==> src/rsi_pkg.sv <==
// Shared types, widths and register codes of the ray and slab intersection block.
package rsi_pkg;

    // Default widths of the ray fields
    localparam int COORD_WIDTH_DEF = 32;
    localparam int FRAC_BITS_DEF   = 16;

    // Normal and plane offset formats are fixed
    localparam int NORM_WIDTH  = 18;
    localparam int NORM_FRAC   = 16;
    localparam int PLANE_WIDTH = 32;

    // Configuration port
    localparam int CFG_IDX_W  = 3;
    localparam int CFG_DATA_W = 32;

    localparam logic [CFG_IDX_W-1:0] REG_NORMAL_X   = 3'd0;
    localparam logic [CFG_IDX_W-1:0] REG_NORMAL_Y   = 3'd1;
    localparam logic [CFG_IDX_W-1:0] REG_NORMAL_Z   = 3'd2;
    localparam logic [CFG_IDX_W-1:0] REG_PLANE_NEAR = 3'd3;
    localparam logic [CFG_IDX_W-1:0] REG_PLANE_FAR  = 3'd4;

    // Slab setup as held in the configuration registers
    typedef struct packed {
        logic signed [NORM_WIDTH-1:0]  nx;
        logic signed [NORM_WIDTH-1:0]  ny;
        logic signed [NORM_WIDTH-1:0]  nz;
        logic signed [PLANE_WIDTH-1:0] near_ofs;
        logic signed [PLANE_WIDTH-1:0] far_ofs;
    } cfg_t;

    // Per-ray control flags that travel down the divider chain
    typedef struct packed {
        logic valid;
        logic parallel;
        logic neg_a;
        logic neg_b;
        logic ovf_a;
        logic ovf_b;
    } ctl_t;

endpackage

==> src/rsi_div_cell.sv <==
// One restoring-division cell: resolves one quotient bit of both plane distances.
module rsi_div_cell #(
    parameter int CW   = rsi_pkg::COORD_WIDTH_DEF,
    parameter int DOTW = CW + rsi_pkg::NORM_WIDTH + 2,
    parameter int W    = DOTW + CW,
    parameter int BIT  = 0
) (
    input  logic                 aclk,
    input  logic                 aresetn,
    input  logic                 en,
    input  rsi_pkg::ctl_t        ctl_i,
    input  logic signed [CW-1:0] tl_i,
    input  logic [DOTW-1:0]      den_i,
    input  logic [W-1:0]         rem_a_i,
    input  logic [W-1:0]         rem_b_i,
    input  logic [CW-2:0]        q_a_i,
    input  logic [CW-2:0]        q_b_i,
    output rsi_pkg::ctl_t        ctl_o,
    output logic signed [CW-1:0] tl_o,
    output logic [DOTW-1:0]      den_o,
    output logic [W-1:0]         rem_a_o,
    output logic [W-1:0]         rem_b_o,
    output logic [CW-2:0]        q_a_o,
    output logic [CW-2:0]        q_b_o
);

    rsi_pkg::ctl_t        ctl_reg;
    logic signed [CW-1:0] tl_reg;
    logic [DOTW-1:0]      den_reg;
    logic [W-1:0]         rema_reg, remb_reg, rema_next, remb_next, dsh;
    logic [CW-2:0]        qa_reg, qb_reg, qa_next, qb_next;
    logic                 ga, gb;

    // Trial subtract of the shifted divisor from each remainder
    always_comb begin
        dsh       = W'(den_i) << BIT;
        ga        = rem_a_i >= dsh;
        gb        = rem_b_i >= dsh;
        rema_next = ga ? rem_a_i - dsh : rem_a_i;
        remb_next = gb ? rem_b_i - dsh : rem_b_i;
        qa_next   = q_a_i;
        qb_next   = q_b_i;
        qa_next[BIT] = ga;
        qb_next[BIT] = gb;
    end

    // Pass the valid bit and flags along
    always_ff @(posedge aclk) begin
        if (!aresetn) begin
            ctl_reg.valid <= 1'b0;
        end else if (en) begin
            ctl_reg <= ctl_i;
        end
    end

    // Hand the partial result to the next cell
    always_ff @(posedge aclk) begin
        if (en) begin
            tl_reg   <= tl_i;
            den_reg  <= den_i;
            rema_reg <= rema_next;
            remb_reg <= remb_next;
            qa_reg   <= qa_next;
            qb_reg   <= qb_next;
        end
    end

    assign ctl_o   = ctl_reg;
    assign tl_o    = tl_reg;
    assign den_o   = den_reg;
    assign rem_a_o = rema_reg;
    assign rem_b_o = remb_reg;
    assign q_a_o   = qa_reg;
    assign q_b_o   = qb_reg;

endmodule

==> config.mk <==
export PLATFORM = sky130hd
export DESIGN_NAME = rsi_div_cell
export DESIGN_NICKNAME = d
export VERILOG_FILES = /design/src/rsi_pkg.sv /design/src/rsi_div_cell.sv
export SDC_FILE = /design/constraint.sdc
export NUM_CORES = 1
export LEC_CHECK = 0
export ABC_AREA = 1
export BUFFER_PORTS_ARGS = -buffer_cell sky130_fd_sc_hd__buf_4
export CORE_AREA = 4 4 245 247
export CTS_BUF_LIST = sky130_fd_sc_hd__clkbuf_4
export CTS_CLUSTER_SIZE = 14
export DETAILED_ROUTE_END_ITERATION = 8
export DIE_AREA = 0 0 249 251
export PLACE_DENSITY = 0.68
export SETUP_SLACK_MARGIN = 0.3
export SYNTH_ARGS = -nofsm -noshare
export SYNTH_HDL_FRONTEND = slang
export SYNTH_SLANG_ARGS = --single-unit
==> constraint.sdc <==
create_clock -name aclk -period 4.9 [get_ports aclk]
set_input_delay 0.245 -clock aclk [delete_from_list [all_inputs] [get_ports aclk]]
set_output_delay 0.245 -clock aclk [all_outputs]
set_load 0.03 [all_outputs]
* After elaboration in Yosys (flattened, before gate mapping)
Cells that the tools add are included.
Cells by class: reductions and logical operators 1, magnitude comparators 2, muxes and demuxes 2, add/sub/neg operators 2
Operators with widths (count):
- >= comparator 84 x 52 -> 1 bit | 2
- 2-to-1 mux 84 bit | 2
- subtractor 84 x 52 -> 84 bit | 2
- AND reduction 2 bit | 1
Storage, ports and cells: logic and storage cells 19, flip-flop bits (word level) 320

* Depth between registers and ports, before layout
Gate-level depths: netlist (run 1).
depth in word-level cells 2, mapped depth 17, depth with buffers taken out 17

* Worst setup path after synthesis (run 1)
No wires, ideal clock.
kind input -> register, from input rem_b_i[0], to register remb_reg[50] (netlist: rem_b_o[50]), data pin, setup time 0.253 ns, arrival time 1.950 ns, data required time 4.647 ns, stages on the path 15, path slack 2.697 ns, cells stage by stage inv_1 > ha_1 > fa_1 > inv_1 > nand3_1 > nand3_1 > nand2_1 > nand3_1 > nand2_1 > nand3_2 > inv_2 > buf_6 > buf_6 > nand2_1 > nand2_1
Between the ends: cells in the longest elaborated chain, start to end 2
RTL lines:
- from (decl) | line rsi_div_cell.sv:15 | input logic [W-1:0] rem_b_i,
- subtractor 84 x 52 -> 84 bit / >= comparator 84 x 52 -> 1 bit (equally long branches) | line rsi_div_cell.sv:40, rsi_div_cell.sv:38
- 2-to-1 mux 84 bit (*) | line rsi_div_cell.sv:40 | remb_next = gb ? rem_b_i - dsh : rem_b_i;
- via remb_next[50] | line rsi_div_cell.sv:30 | logic [W-1:0] rema_reg, remb_reg, rema_next, remb_next, dsh;
- to (signal assigned) | line rsi_div_cell.sv:62 | remb_reg <= remb_next;
- to (decl) | line rsi_div_cell.sv:30
The timed path passes the listed nets; every way through them passes the cells marked *. A chain may end at the register's enable or synchronous reset.

* Final worst setup path (run 1)
from input den_i[51], to register rema_reg[68] (netlist: rem_a_o[68]), data pin
Between the ends: cells in the longest elaborated chain, start to end 2
RTL lines:
- from (decl) | line rsi_div_cell.sv:13 | input logic [DOTW-1:0] den_i,
- subtractor 84 x 52 -> 84 bit / >= comparator 84 x 52 -> 1 bit (equally long branches) | line rsi_div_cell.sv:39, rsi_div_cell.sv:37
- 2-to-1 mux 84 bit (*) | line rsi_div_cell.sv:39 | rema_next = ga ? rem_a_i - dsh : rem_a_i;
- via rema_next[68] | line rsi_div_cell.sv:30
- to (signal assigned) | line rsi_div_cell.sv:61 | rema_reg <= rema_next;
- to (decl) | line rsi_div_cell.sv:30
Marked as above.

==> results of run 1 <==
-- layer usage --
metal / vias to the layer above / global-route usage / part of all wire
met5: - / 0 / 0
met4: 0 / 0.179 / 0.058
met3: 232 / 0.0510 / 0.069
met2: 1160 / 0.585 / 0.48
met1: 12100 / 0.413 / 0.39
li1: 13200 / - / -
-- final timing paths --
check	slack [ns]	depth (start not counted)	to
hold reg to reg	1.11	3	ctl_o[5]$_SDFFE_PN0P_
setup / recovery	0.82	16	rem_a_o[68]$_DFFE_PP_
setup reg to reg	3.69	3	ctl_o[5]$_SDFFE_PN0P_
hold / removal	0.11	2	den_o[22]$_DFFE_PP_
-- cells in the mapped netlist, drive strengths merged, types with 3 or more instances --
library cell	instances
nand2	1396
inv	675
nor2	413
edfxtp	319
nand3	144
a21oi	117
o21ai	110
ha	104
nand4	63
xnor2	60
nand3b	42
nor3	32
buf	26
o21bai	9
xor2	7
and2	4
or2	4
a21boi	3
-- cell type report --
type / instances / share of cell area
clock inverters: 26 / 0.00433
inverters: 675 / 0.0743
clock buffers: 121 / 0.0266
flip-flops and latches: 320 / 0.281
multi-input cells: 2515 / 0.345
well taps: 765 / 0.0280
diodes: 5 / 0.000367
repair buffers: 975 / 0.240
-- report_power, final --
group	internal (mW)	switching [mW]	total (mW)	leakage, nW
logic	1.15	2.05	3.20	13.2
clock network	1.19	1.21	2.40	0.630
registers	3.37	0.103	3.47	3.13
-- critical path, cell delays in order --
cell           delay (ns)
dlygate4sd3_1        0.54
buf_4                0.14
inv_1                0.23
ha_1                 0.34
a21oi_1              0.21
o21ai_0              0.23
a21oi_1              0.40
nand2_1              0.10
a21oi_1              0.28
nand2_1              0.11
nor2_1               0.51
nand2_1              0.11
nand2_1              0.08
dlygate4sd3_1        0.54
nand2_1              0.05
dlygate4sd3_1        0.57
-- per-stage QoR --
step / cells / util / setup WS [ns] / total power, mW / instance area (um^2)
floorplan: 3538 / - / 2.70 / 5.15 / 24100
global placement: 4924 / 0.517 / 1.46 / 6.43 / 29800
detailed placement: 4924 / 0.517 / 1.43 / 6.44 / 29800
CTS: 5397 / 0.592 / 1.02 / 9.06 / 34100
global route: 5400 / 0.593 / 0.704 / 9.50 / 34100
finish: 5402 / 0.593 / 0.815 / 9.07 / 34100
-- state kept, by name, summed over array words and instances, names as in the netlist --
| register | count |
|---|---|
| tl_o | 32 |
| q_a_o | 31 |
| rem_a_o | 84 |
| ctl_o | 6 |
| q_b_o | 31 |
| rem_b_o | 84 |
| den_o | 52 |
-- cell families after synthesis --
logic type      synth area share
buf+inv                    0.114
fa+ha+maj                 0.0556
compound gates            0.0547
xor+xnor                  0.0243
simple gates               0.353
flops                      0.398
-- timing repair --
action,CTS,global route
gates resized for setup,0,0
endpoints found under the hold margin,395,0
hold buffers,326,0
==> results.rst, run 1 <==
.. list-table::
   :header-rows: 1

   * - Metric
     - Value
   * - Outcome
     - complete, no violations
   * - Number of antenna violations at the first check in global routing
     - 4
   * - CP arrival
     - 4.70 ns
   * - Source-to-sink clock delay at the later pin of the worst-skew pair
     - 0.84 ns
   * - Worst Setup Start Kind
     - primary input
   * - Async set-or-reset flop fraction in the synthesized netlist
     - 0
   * - TritonCTS clock tree
     - yes
   * - Endpoint kind of the worst setup timing path
     - flip-flop
   * - Final Setup Violations
     - 0
   * - Top cell type's share of synthesized area
     - 0.397
   * - Unique masters post-synth
     - 36
   * - Fraction of final layout cells sized beyond drive strength 1
     - 0.180
   * - Clock period minus worst slack
     - 4.08 ns
   * - Core area
     - 57,600 um^2
   * - Hold WS
     - 0.114 ns
   * - Iteration-0 DRC count of the detailed router
     - 2,216
   * - Drt first pass iters
     - 8
   * - Clock slew seen by the registers of the worst setup and hold paths
     - 0.08 ns
   * - Net count of the finished layout
     - 5,002
   * - Initial standard-cell utilization of the core
     - 0.419
   * - Clock Tree Buf Depth
     - 3
   * - Signed area change from the synthesized netlist to the final layout
     - 41.5%
   * - Number of synthesized flops with an enable pin
     - 319
   * - Final Hold Viols
     - 0
   * - Category of the most critical setup path
     - in2reg
   * - Count of yosys warnings during synthesis
     - 0
   * - Most common cell after layout, fill and taps aside
     - nand2_1
   * - Post-CTS setup buffer count
     - 0
   * - Required time of the worst setup path
     - 5.52 ns
   * - Filler cell count
     - 5,461
   * - Aggregate routed wire length
     - 110,000 um
   * - Setup repair after global routing missed its margin
     - no
   * - Worst-path maximum fanout
     - 5
   * - I/O pin count
     - 643
   * - Dominant cell type by area after synthesis
     - edfxtp_1
   * - Total half-perimeter wirelength after legalization and detailed placement
     - 89,000 um
   * - Htree depth
     - 3
   * - Headroom to the max-slew limit
     - 0.403
   * - Number of buffers created by CTS
     - 86
   * - Worst clock skew on the final layout
     - 0 ns
   * - Number of flip-flops and latches in the synthesized netlist
     - 320
   * - Register cell area after layout
     - 9600 um^2
   * - Remaining global-route overflow
     - 0
   * - Average detailed-routed wire length per instance
     - 20.4 um
   * - Syn_nets
     - 3,967
   * - Maximum achievable frequency
     - 245 MHz
   * - Power Dens Cells
     - 266 nW/um^2
   * - Total count of max-transition violations in the final report
     - 0
   * - Sequential cell area fraction in the yosys report
     - 0.398
   * - Worst R2R Start
     - ctl_o[5]$_SDFFE_PN0P_
   * - Final worst-path cycle share
     - 0.834
   * - Cell Area, Synth
     - 24,100 um^2
   * - Die extent in x
     - 249 um
   * - Wire length of the first global-routing pass
     - 161,000 um
   * - Die Outline Area
     - 62,500 um^2
   * - Vias in the first global route
     - 26,200
   * - Multi-input gate area
     - 11,800 um^2
   * - Leak
     - 16.9 nW
   * - Reported max-cap violation count
     - 0
   * - I/O Buffers
     - 640
   * - Standard-cell row count
     - 88
   * - Y dimension of the die
     - 251 um
   * - Instance count of the mapped netlist
     - 3,538
   * - Commonest register cell after synthesis
     - edfxtp_1
   * - Worst min-delay path category
     - in2reg
   * - Mean Syn Cell Area
     - 6.82 um^2
   * - Most area-consuming cells after synthesis
     - edfxtp_1 40%, nand2_1 22%, inv_1 10%, nor2_1 6.3%, ha_1 5.4%
   * - Worst vdd ir
     - 171 uV
   * - Total GRT Usage
     - 0.340
   * - Worst-Margin Slew
     - 0.889 ns
   * - Worst setup path startpoint
     - den_i[51]
   * - Master cell of the clock root buffer
     - clkbuf_4
   * - Weighted congestion reported at the end of routability-driven placement
     - 1.01
   * - # clock sinks
     - 320
   * - Final total negative setup slack
     - 0 ns
   * - Residual DRC
     - 0
   * - Vias per Instance
     - 4.94
   * - Maximum number of pins on one net before global-route repair
     - 106
   * - Overall via count from detail_route
     - 26,700
   * - Worst hold path startpoint
     - den_i[22]
   * - Most used cells in the layout excluding fill and tap cells
     - 1,395 x nand2_1, 659 x inv_1, 643 x buf_4
   * - Antenna violation net count after detailed routing
     - 0
Note: power is estimated with default switching activity, not from simulation.
==> inputs of run 2 (changes only) <==
--- a/config.mk
+++ b/config.mk
@@ -12,7 +12,7 @@
 export CTS_CLUSTER_SIZE = 14
 export DETAILED_ROUTE_END_ITERATION = 8
 export DIE_AREA = 0 0 249 251
-export PLACE_DENSITY = 0.68
+export PLACE_DENSITY = 0.7
 export SETUP_SLACK_MARGIN = 0.3
 export SYNTH_ARGS = -nofsm -noshare
 export SYNTH_HDL_FRONTEND = slang
==> constraint.sdc (replaced) <==
create_clock -name aclk -period 3.33 [get_ports aclk]
set_input_delay 0.1665 -clock aclk [delete_from_list [all_inputs] [get_ports aclk]]
set_output_delay 0.1665 -clock aclk [all_outputs]
set_load 0.03 [all_outputs]
==> run 2 against run 1 <==
  * Die area unchanged
  * Global-route usage grew 1.0 points
  * Flip-flop and latch count is the same
  * Register-to-register slack worse by 1.7 ns
  * Utilization is 1.7 points higher
  * Clock skew unchanged
  * Worst setup slack got worse by 0.48 ns
  * Via count grew 3.3%
==> results.rst, run 2 (synthesized netlist as in run 1, its figures left out) <==
.. list-table::
   :header-rows: 1

   * - Metric
     - Value
   * - Iteration-0 DRC count of the detailed router
     - 2,509 (was 2,216)
   * - Vias in the first global route
     - 27,300 (was 26,200)
   * - Overall via count from detail_route
     - 27,600 (was 26,700)
   * - Required time of the worst setup path
     - 3.95 ns (was 5.52 ns)
   * - Drt first pass iters
     - 5 (was 8)
   * - Category of the most critical setup path
     - in2reg (unchanged)
   * - Worst-path maximum fanout
     - 34 (was 5)
   * - Standard-cell row count
     - 88 (unchanged)
   * - Clock Tree Buf Depth
     - 3 (unchanged)
   * - Worst clock skew on the final layout
     - 0 ns (unchanged)
   * - Leak
     - 17.3 nW (was 16.9 nW)
   * - Total GRT Usage
     - 0.350 (was 0.340)
   * - Most frequent cell on the critical path
     - nand2_1 (unchanged)
   * - CP arrival
     - 3.62 ns (was 4.70 ns)
   * - Total half-perimeter wirelength after legalization and detailed placement
     - 88,200 um (was 89,000 um)
   * - Antenna violation net count after detailed routing
     - 0 (unchanged)
   * - Final Hold Viols
     - 0 (unchanged)
   * - Die extent in x
     - 249 um (unchanged)
   * - Aggregate routed wire length
     - 115,000 um (was 110,000 um)
   * - I/O pin count
     - 643 (unchanged)
   * - Library cell contributing the largest single delay on the critical path
     - dlygate4sd3_1 (unchanged)
   * - Source-to-sink clock delay at the later pin of the worst-skew pair
     - 0.86 ns (was 0.84 ns)
   * - # clock sinks
     - 320 (unchanged)
   * - Average detailed-routed wire length per instance
     - 20.9 um (was 20.4 um)
   * - Remaining global-route overflow
     - 0 (unchanged)
   * - Bufs and invs on worst path
     - 5 (unchanged)
   * - Filler cell count
     - 5,235 (was 5,461)
   * - Weighted congestion reported at the end of routability-driven placement
     - 1.06 (was 1.01)
   * - Placed cell areas
     - 30,000 um^2 (was 29,800 um^2)
   * - Die Outline Area
     - 62,500 um^2 (unchanged)
   * - CP top delay family
     - buffers and inverters (unchanged)
   * - I/O Buffers
     - 640 (unchanged)
   * - Design area
     - 35,100 um^2 (was 34,100 um^2)
   * - Worst vdd ir
     - 367 uV (was 171 uV)
   * - TritonCTS clock tree
     - yes (unchanged)
   * - Initial standard-cell utilization of the core
     - 0.419 (unchanged)
   * - Final Setup Violations
     - 0 (unchanged)
   * - Worst-Margin Slew
     - 0.731 ns (was 0.889 ns)
   * - Number of cells in the design after placement
     - 4,944 (was 4,924)
   * - Residual DRC
     - 0 (unchanged)
   * - Endpoint kind of the worst setup timing path
     - flip-flop (unchanged)
   * - Clock period minus worst slack
     - 3.00 ns
   * - Setup repair after global routing missed its margin
     - yes (was no)
   * - Master cell of the clock root buffer
     - clkbuf_4 (unchanged)
   * - Number of antenna violations at the first check in global routing
     - 9 (was 4)
   * - Outcome
     - complete, no violations (unchanged)
   * - Net count of the finished layout
     - 5,086 (was 5,002)
   * - Maximum single-stage delay on the critical path
     - 0.59 ns (was 0.57 ns)
   * - Total power draw
     - 13.5 mW (was 9.07 mW)
   * - Most used cells in the layout excluding fill and tap cells
     - 1,395 x nand2_1, 661 x buf_4, 657 x inv_1 (was 1,395 x nand2_1, 659 x inv_1, 643 x buf_4)
   * - Maximum number of pins on one net before global-route repair
     - 85 (was 106)
   * - Final worst-path setup slack
     - 0.334 ns (was 0.815 ns)
   * - Worst min-delay path category
     - in2reg (unchanged)
   * - Vias per Instance
     - 5.01 (was 4.94)
   * - Core area
     - 57,600 um^2 (unchanged)
   * - Number of buffers created by CTS
     - 82 (was 86)
   * - Non-Filler Instances
     - 5,499 (was 5,402)
   * - Most common cell after layout, fill and taps aside
     - nand2_1 (unchanged)
   * - Y dimension of the die
     - 251 um (unchanged)
   * - Final total negative setup slack
     - 0 ns (unchanged)
   * - Headroom to the max-slew limit
     - 0.513 (was 0.403)
   * - Wire length of the first global-routing pass
     - 166,000 um (was 161,000 um)
   * - Worst Setup Start Kind
     - primary input (unchanged)
   * - Htree depth
     - 3 (unchanged)
   * - Worst setup slack before clock tree synthesis
     - 0.353 ns (was 1.43 ns)
   * - Total count of max-transition violations in the final report
     - 0 (unchanged)
   * - Signed area change from the synthesized netlist to the final layout
     - 45.6% (was 41.5%)
   * - Series of cell instances along the critical path
     - dlygate4sd3_1 > buf_4 > clkinvlp_4 > ha_4 > nand2_1 > nor2_4 > nand2_1 > nor2_1 > and3_1 > nand2_1 > nand3_4 > buf_12 > nand3_1 > nand2_1 > dlygate4sd3_1 > nand2_1 (was dlygate4sd3_1 > buf_4 > inv_1 > ha_1 > a21oi_1 > o21ai_0 > a21oi_1 > nand2_1 > a21oi_1 > nand2_1 > nor2_1 > nand2_1 > nand2_1 > dlygate4sd3_1 > nand2_1 > dlygate4sd3_1)
   * - Fraction of final layout cells sized beyond drive strength 1
     - 0.185 (was 0.180)
   * - Clock slew seen by the registers of the worst setup and hold paths
     - 0.07 ns (was 0.08 ns)
   * - Reported max-cap violation count
     - 0 (unchanged)
   * - Final worst-path cycle share
     - 0.900
   * - Maximum achievable frequency
     - 334 MHz
   * - Power Dens Cells
     - 385 nW/um^2 (was 266 nW/um^2)
## run 2: final cells by class
type / instances / area, um^2 / area share
Clock inverter: 27 / 150 / 0.00427
Antenna cell: 16 / 40.0 / 0.00114
Inverter: 675 / 2540 / 0.0725
Tap cell: 765 / 957 / 0.0272
Multi-Input combinational cell: 2515 / 11800 / 0.337
Sequential cell: 320 / 9600 / 0.273
Timing Repair Buffer: 1063 / 9100 / 0.259
Clock buffer: 118 / 886 / 0.0252
## run 2: per-stage QoR
stage / util / hold slack [ns]
2_1_floorplan: - / 0.260
3_3_place_gp: 0.521 / 0.344
3_5_place_dp: 0.521 / 0.346
4_1_cts: 0.607 / 0.000699
5_1_grt: 0.610 / -0.0235
6_report: 0.610 / 0.0418
## run 2: path summary, 6_finish.rpt
kind / startpoint / to / slack [ns] / depth (start not counted)
max: den_i[50] / rem_a_o[73]$_DFFE_PP_ / 0.33 / 16
min: den_i[13] / den_o[13]$_DFFE_PP_ / 0.04 / 2
max reg2reg: ctl_o[5]$_SDFFE_PN0P_ / ctl_o[5]$_SDFFE_PN0P_ / 2.04 / 3
min reg2reg: ctl_o[5]$_SDFFE_PN0P_ / ctl_o[5]$_SDFFE_PN0P_ / 1.18 / 3
## run 2: repair_timing
item	in CTS	in global routing
buffers inserted	0	1
hold buffers	391	0
endpoints found under the setup margin	0	7
gates resized for setup	0	24
endpoints found under the hold margin	396	0
## run 2: layer usage
| metal | global-route usage | part of all wire | vias to the layer above |
|---|---|---|---|
| met2 | 0.617 | 0.49 | 1384 |
| met3 | 0.0708 | 0.081 | 339 |
| met5 | 0 | 0.00025 | - |
| li1 | - | - | 13400 |
| met4 | 0.186 | 0.062 | 6 |
| met1 | 0.401 | 0.37 | 12500 |
## run 2: report_power, final
part / internal, mW / switching [mW] / total (mW)
Sequential: 4.96 / 0.156 / 5.11
Clock: 1.72 / 1.82 / 3.54
Combinational: 1.78 / 3.09 / 4.87
==> inputs of run 3 (changes only) <==
--- a/config.mk
+++ b/config.mk
@@ -5,14 +5,14 @@
 export SDC_FILE = /design/constraint.sdc
 export NUM_CORES = 1
 export LEC_CHECK = 0
-export ABC_AREA = 1
+export ABC_AREA = 0
 export BUFFER_PORTS_ARGS = -buffer_cell sky130_fd_sc_hd__buf_4
-export CORE_AREA = 4 4 245 247
+export CORE_AREA = 4 4 251 253
 export CTS_BUF_LIST = sky130_fd_sc_hd__clkbuf_4
 export CTS_CLUSTER_SIZE = 14
 export DETAILED_ROUTE_END_ITERATION = 8
-export DIE_AREA = 0 0 249 251
-export PLACE_DENSITY = 0.7
+export DIE_AREA = 0 0 255 257
+export PLACE_DENSITY = 0.58
 export SETUP_SLACK_MARGIN = 0.3
 export SYNTH_ARGS = -nofsm -noshare
 export SYNTH_HDL_FRONTEND = slang
==> run 3 against run 2 <==
  * The run now ends with negative hold slack left
  * Sequential share of layout area is 2.5 points higher
  * Worst setup slack got worse by 0.11 ns
  * Largest power group unchanged
  * Clock skew is the same
  * Area after synthesis fell by 21%
  * Die area increased by 4.9%
  * Via count decreased by 27%
  * Sequential power is 0.8% higher
  * Flip-flop and latch count unchanged
  * Synthesized cell count down 48%
  * Critical endpoint is now rem_a_o[78]$_DFFE_PP_
  * Cell count down 27%
  * Register-to-register slack gained 0.13 ns
  * Clock power up 2%
==> results.rst, run 3 <==
.. list-table::
   :header-rows: 1

   * - Metric
     - Value
   * - I/O Buffers
     - 640 (unchanged)
   * - Syn_nets
     - 2,257 (was 3,967)
   * - Hold WS
     - -0.254 ns (was 0.0418 ns)
   * - Headroom to the max-slew limit
     - 0.582 (was 0.513)
   * - Number of antenna violations at the first check in global routing
     - 21 (was 9)
   * - Critical R2R Capture
     - ctl_o[5]$_SDFFE_PN0P_ (unchanged)
   * - CP arrival
     - 3.70 ns (was 3.62 ns)
   * - Y dimension of the die
     - 257 um (was 251 um)
   * - Worst min-delay path category
     - in2reg (unchanged)
   * - Worst-Margin Slew
     - 0.618 ns (was 0.731 ns)
   * - Instance count of the mapped netlist
     - 1,828 (was 3,538)
   * - Outcome
     - finished, violations left (was complete, no violations)
   * - Leak
     - 13.9 nW (was 17.3 nW)
   * - Number of synthesized flops with an enable pin
     - 319 (unchanged)
   * - R2r worst-path depth
     - 3 (unchanged)
   * - Most congested layer reported by global routing
     - met2 (unchanged)
   * - Worst vdd ir
     - 301 uV (was 367 uV)
   * - Most numerous cell types in the synthesized netlist
     - 319 x edfxtp_1, 214 x a21oi_1, 173 x nor2_1 (was 1,395 x nand2_1, 659 x inv_1, 405 x nor2_1)
   * - Worst-path maximum fanout
     - 5 (was 34)
   * - Final Setup Violations
     - 0 (unchanged)
   * - Async set-or-reset flop fraction in the synthesized netlist
     - 0 (unchanged)
   * - Drt first pass iters
     - 7 (was 5)
   * - GR Util met2
     - 0.448 (was 0.617)
   * - Hold-critical path depth
     - 3 (was 2)
   * - Worst-case hold path end point
     - rem_b_o[0]$_DFFE_PP_ (was den_o[13]$_DFFE_PP_)
   * - Standard-cell row count
     - 91 (was 88)
   * - Die extent in x
     - 255 um (was 249 um)
   * - # clock sinks
     - 320 (unchanged)
   * - Setup repair after global routing missed its margin
     - yes (unchanged)
   * - Worst clock skew on the final layout
     - 0 ns (unchanged)
   * - Most common cell after layout, fill and taps aside
     - buf_4 (was nand2_1)
   * - Clock Tree Buf Depth
     - 3 (unchanged)
   * - Sequential cell area fraction in the yosys report
     - 0.502 (was 0.398)
   * - Remaining global-route overflow
     - 0 (unchanged)
   * - Number of flip-flops and latches in the synthesized netlist
     - 320 (unchanged)
   * - Net count of the finished layout
     - 3,587 (was 5,086)
   * - Category of the most critical setup path
     - in2reg (unchanged)
   * - Most area-consuming cells after synthesis
     - edfxtp_1 50%, ha_1 6.8%, a21oi_1 5.6%, xnor2_1 3.9%, nor2_1 3.4% (was edfxtp_1 40%, nand2_1 22%, inv_1 10%, nor2_1 6.3%, ha_1 5.4%)
   * - Maximum achievable frequency
     - 322 MHz (was 334 MHz)
   * - Worst R2R Start
     - ctl_o[5]$_SDFFE_PN0P_ (unchanged)
   * - Total half-perimeter wirelength after legalization and detailed placement
     - 66,700 um (was 88,200 um)
   * - Residual DRC
     - 0 (unchanged)
   * - Clock slew seen by the registers of the worst setup and hold paths
     - 0.07 ns (about the same)
   * - Master cell of the clock root buffer
     - clkbuf_4 (unchanged)
   * - Top cell type's share of synthesized area
     - 0.501 (was 0.397)
   * - Dominant cell type by area after synthesis
     - edfxtp_1 (unchanged)
   * - Fraction of final layout cells sized beyond drive strength 1
     - 0.346 (was 0.185)
   * - Commonest register cell after synthesis
     - edfxtp_1 (unchanged)
   * - Aggregate routed wire length
     - 88,200 um (was 115,000 um)
   * - Source-to-sink clock delay at the later pin of the worst-skew pair
     - 0.79 ns (was 0.86 ns)
   * - Total count of max-transition violations in the final report
     - 0 (unchanged)
   * - Filler cell count
     - 5,381 (was 5,235)
   * - TritonCTS clock tree
     - yes (unchanged)
   * - Worst Setup Start Kind
     - primary input (unchanged)
   * - Vias in the first global route
     - 21,100 (was 27,300)
   * - Unique masters post-synth
     - 87 (was 36)
   * - Clock period minus worst slack
     - 3.11 ns (was 3.00 ns)
   * - Placed cell areas
     - 26,400 um^2 (was 30,000 um^2)
   * - Design area
     - 32,200 um^2 (was 35,100 um^2)
   * - Final worst-path cycle share
     - 0.933 (was 0.900)
   * - Iteration-0 DRC count of the detailed router
     - 1,333 (was 2,509)
   * - Average detailed-routed wire length per instance
     - 21.9 um (was 20.9 um)
   * - Final worst-path setup slack
     - 0.222 ns (was 0.334 ns)
   * - Total GRT Usage
     - 0.257 (was 0.350)
   * - Mean Syn Cell Area
     - 10.5 um^2 (was 6.82 um^2)
   * - Endpoint kind of the worst setup timing path
     - flip-flop (unchanged)
   * - Count of yosys warnings during synthesis
     - 0 (unchanged)
   * - Overall via count from detail_route
     - 20,000 (was 27,600)
   * - Die Outline Area
     - 65,500 um^2 (was 62,500 um^2)
   * - Maximum number of pins on one net before global-route repair
     - 68 (was 85)
   * - Final Hold Viols
     - 1 (was 0)
   * - Reported max-cap violation count
     - 0 (unchanged)
   * - Worst setup slack before clock tree synthesis
     - -0.306 ns (was 0.353 ns)
   * - Failing checks
     - negative hold slack
   * - I/O pin count
     - 643 (unchanged)
   * - Final total negative setup slack
     - 0 ns (unchanged)
   * - Top-count cell post-synth
     - edfxtp_1 (was nand2_1)
   * - Initial standard-cell utilization of the core
     - 0.314 (was 0.419)
   * - Number of buffers created by CTS
     - 90 (was 82)
   * - Antenna violation net count after detailed routing
     - 0 (unchanged)
   * - Most used cells in the layout excluding fill and tap cells
     - 885 x buf_4, 434 x dlygate4sd3_1, 319 x edfxtp_1 (was 1,395 x nand2_1, 661 x buf_4, 657 x inv_1)
   * - Met3 demand-to-capacity share in global routing
     - 0.0646 (was 0.0708)
   * - Signed area change from the synthesized netlist to the final layout
     - 68.3% (was 45.6%)
   * - Power Dens Cells
     - 419 nW/um^2 (was 385 nW/um^2)
   * - Weighted congestion reported at the end of routability-driven placement
     - 0.925 (was 1.06)
   * - Vias per Instance
     - 4.96 (was 5.01)
   * - Cell Area, Synth
     - 19,100 um^2 (was 24,100 um^2)
   * - Required time of the worst setup path
     - 3.92 ns (was 3.95 ns)
   * - Number of cells in the design after placement
     - 3,411 (was 4,944)
   * - Core area
     - 61,000 um^2 (was 57,600 um^2)
   * - Met1 routing resource usage after global routing
     - 0.300 (was 0.401)
   * - Register-to-register path setup slack
     - 2.17 ns (was 2.04 ns)
   * - Non-Filler Instances
     - 4,029 (was 5,499)
   * - Wire length of the first global-routing pass
     - 129,000 um (was 166,000 um)
   * - Worst hold path startpoint
     - rem_b_i[0] (was den_i[13])
   * - Htree depth
     - 3 (unchanged)
==> run 3: worst max path at each step <==
stage                 from  slack [ns]  depth (start not counted)               endpoint
2_1_floorplan   rem_b_i[0]        0.31                         13  rem_b_o[77]$_DFFE_PP_
3_3_place_gp     den_i[14]       -0.23                         14  rem_b_o[69]$_DFFE_PP_
3_5_place_dp      den_i[0]       -0.31                         14  rem_b_o[74]$_DFFE_PP_
4_1_cts        rem_b_i[23]        0.30                         12  rem_b_o[74]$_DFFE_PP_
5_1_grt         rem_a_i[0]        0.23                         16  rem_a_o[78]$_DFFE_PP_
6_report        rem_a_i[0]        0.22                         16  rem_a_o[78]$_DFFE_PP_
==> run 3: through the flow <==
step	power, mW	hold slack [ns]	utilization
6_report	13.5	-0.254	0.528
5_1_grt	14.2	-0.354	0.527
4_1_cts	13.5	-0.398	0.522
3_5_place_dp	9.42	0.346	0.433
3_3_place_gp	9.41	0.345	0.433
2_1_floorplan	7.38	0.265	-
==> run 3: cell families (layout without fill, tap and decap cells) <==
logic type	after synthesis	count (layout)	synth area share
and+or+nand+nor	577	577	0.151
AOI/OAI and AO/OA	483	483	0.162
DFF	320	320	0.502
buffers and inverters	173	1569	0.0369
xor gates and xnor gates	159	159	0.0728
adders and majority gates	106	106	0.0701
muxes	10	10	0.00582
other	0	15	0
==> run 3: critical path, cell delays in order <==
cell	delay, ns
dlygate4sd3_1	0.55
buf_4	0.14
inv_1	0.05
ha_2	0.18
fa_2	0.20
nor2b_1	0.06
o31a_1	0.31
o31a_1	0.37
o2111ai_1	0.21
and3b_2	0.28
o31ai_4	0.08
buf_12	0.15
a31oi_4	0.22
nor3_1	0.09
or4b_1	0.48
xnor2_1	0.15
==> run 3: where the power goes <==
part	switching, mW	total [mW]	internal [mW]
logic	2.67	4.75	2.08
clock network	1.91	3.60	1.69
registers	0.174	5.15	4.98
==> run 3: layout make-up <==
class                   count  area [um^2]  area share
multi-input cells        1335         9030       0.280
flip-flops and latches    320         9600       0.298
inverters                  82          315     0.00979
clock inverters            39          186     0.00579
diodes                     15         37.5     0.00117
repair buffers           1329        11200       0.346
clock buffers             119          893      0.0277
well taps                 790          988      0.0307
==> run 3: repair_timing <==
action	in CTS	in global routing
hold buffers	433	1
buffers inserted	0	11
endpoints found under the hold margin	452	2
resized for setup	0	49
endpoints found under the setup margin	0	101
==> run 3: metal layers <==
metal,wire length [um],up-vias
met1,34000,9471
li1,-,9512
met4,3610,10
met3,6690,197
met2,43800,812
met5,68,-
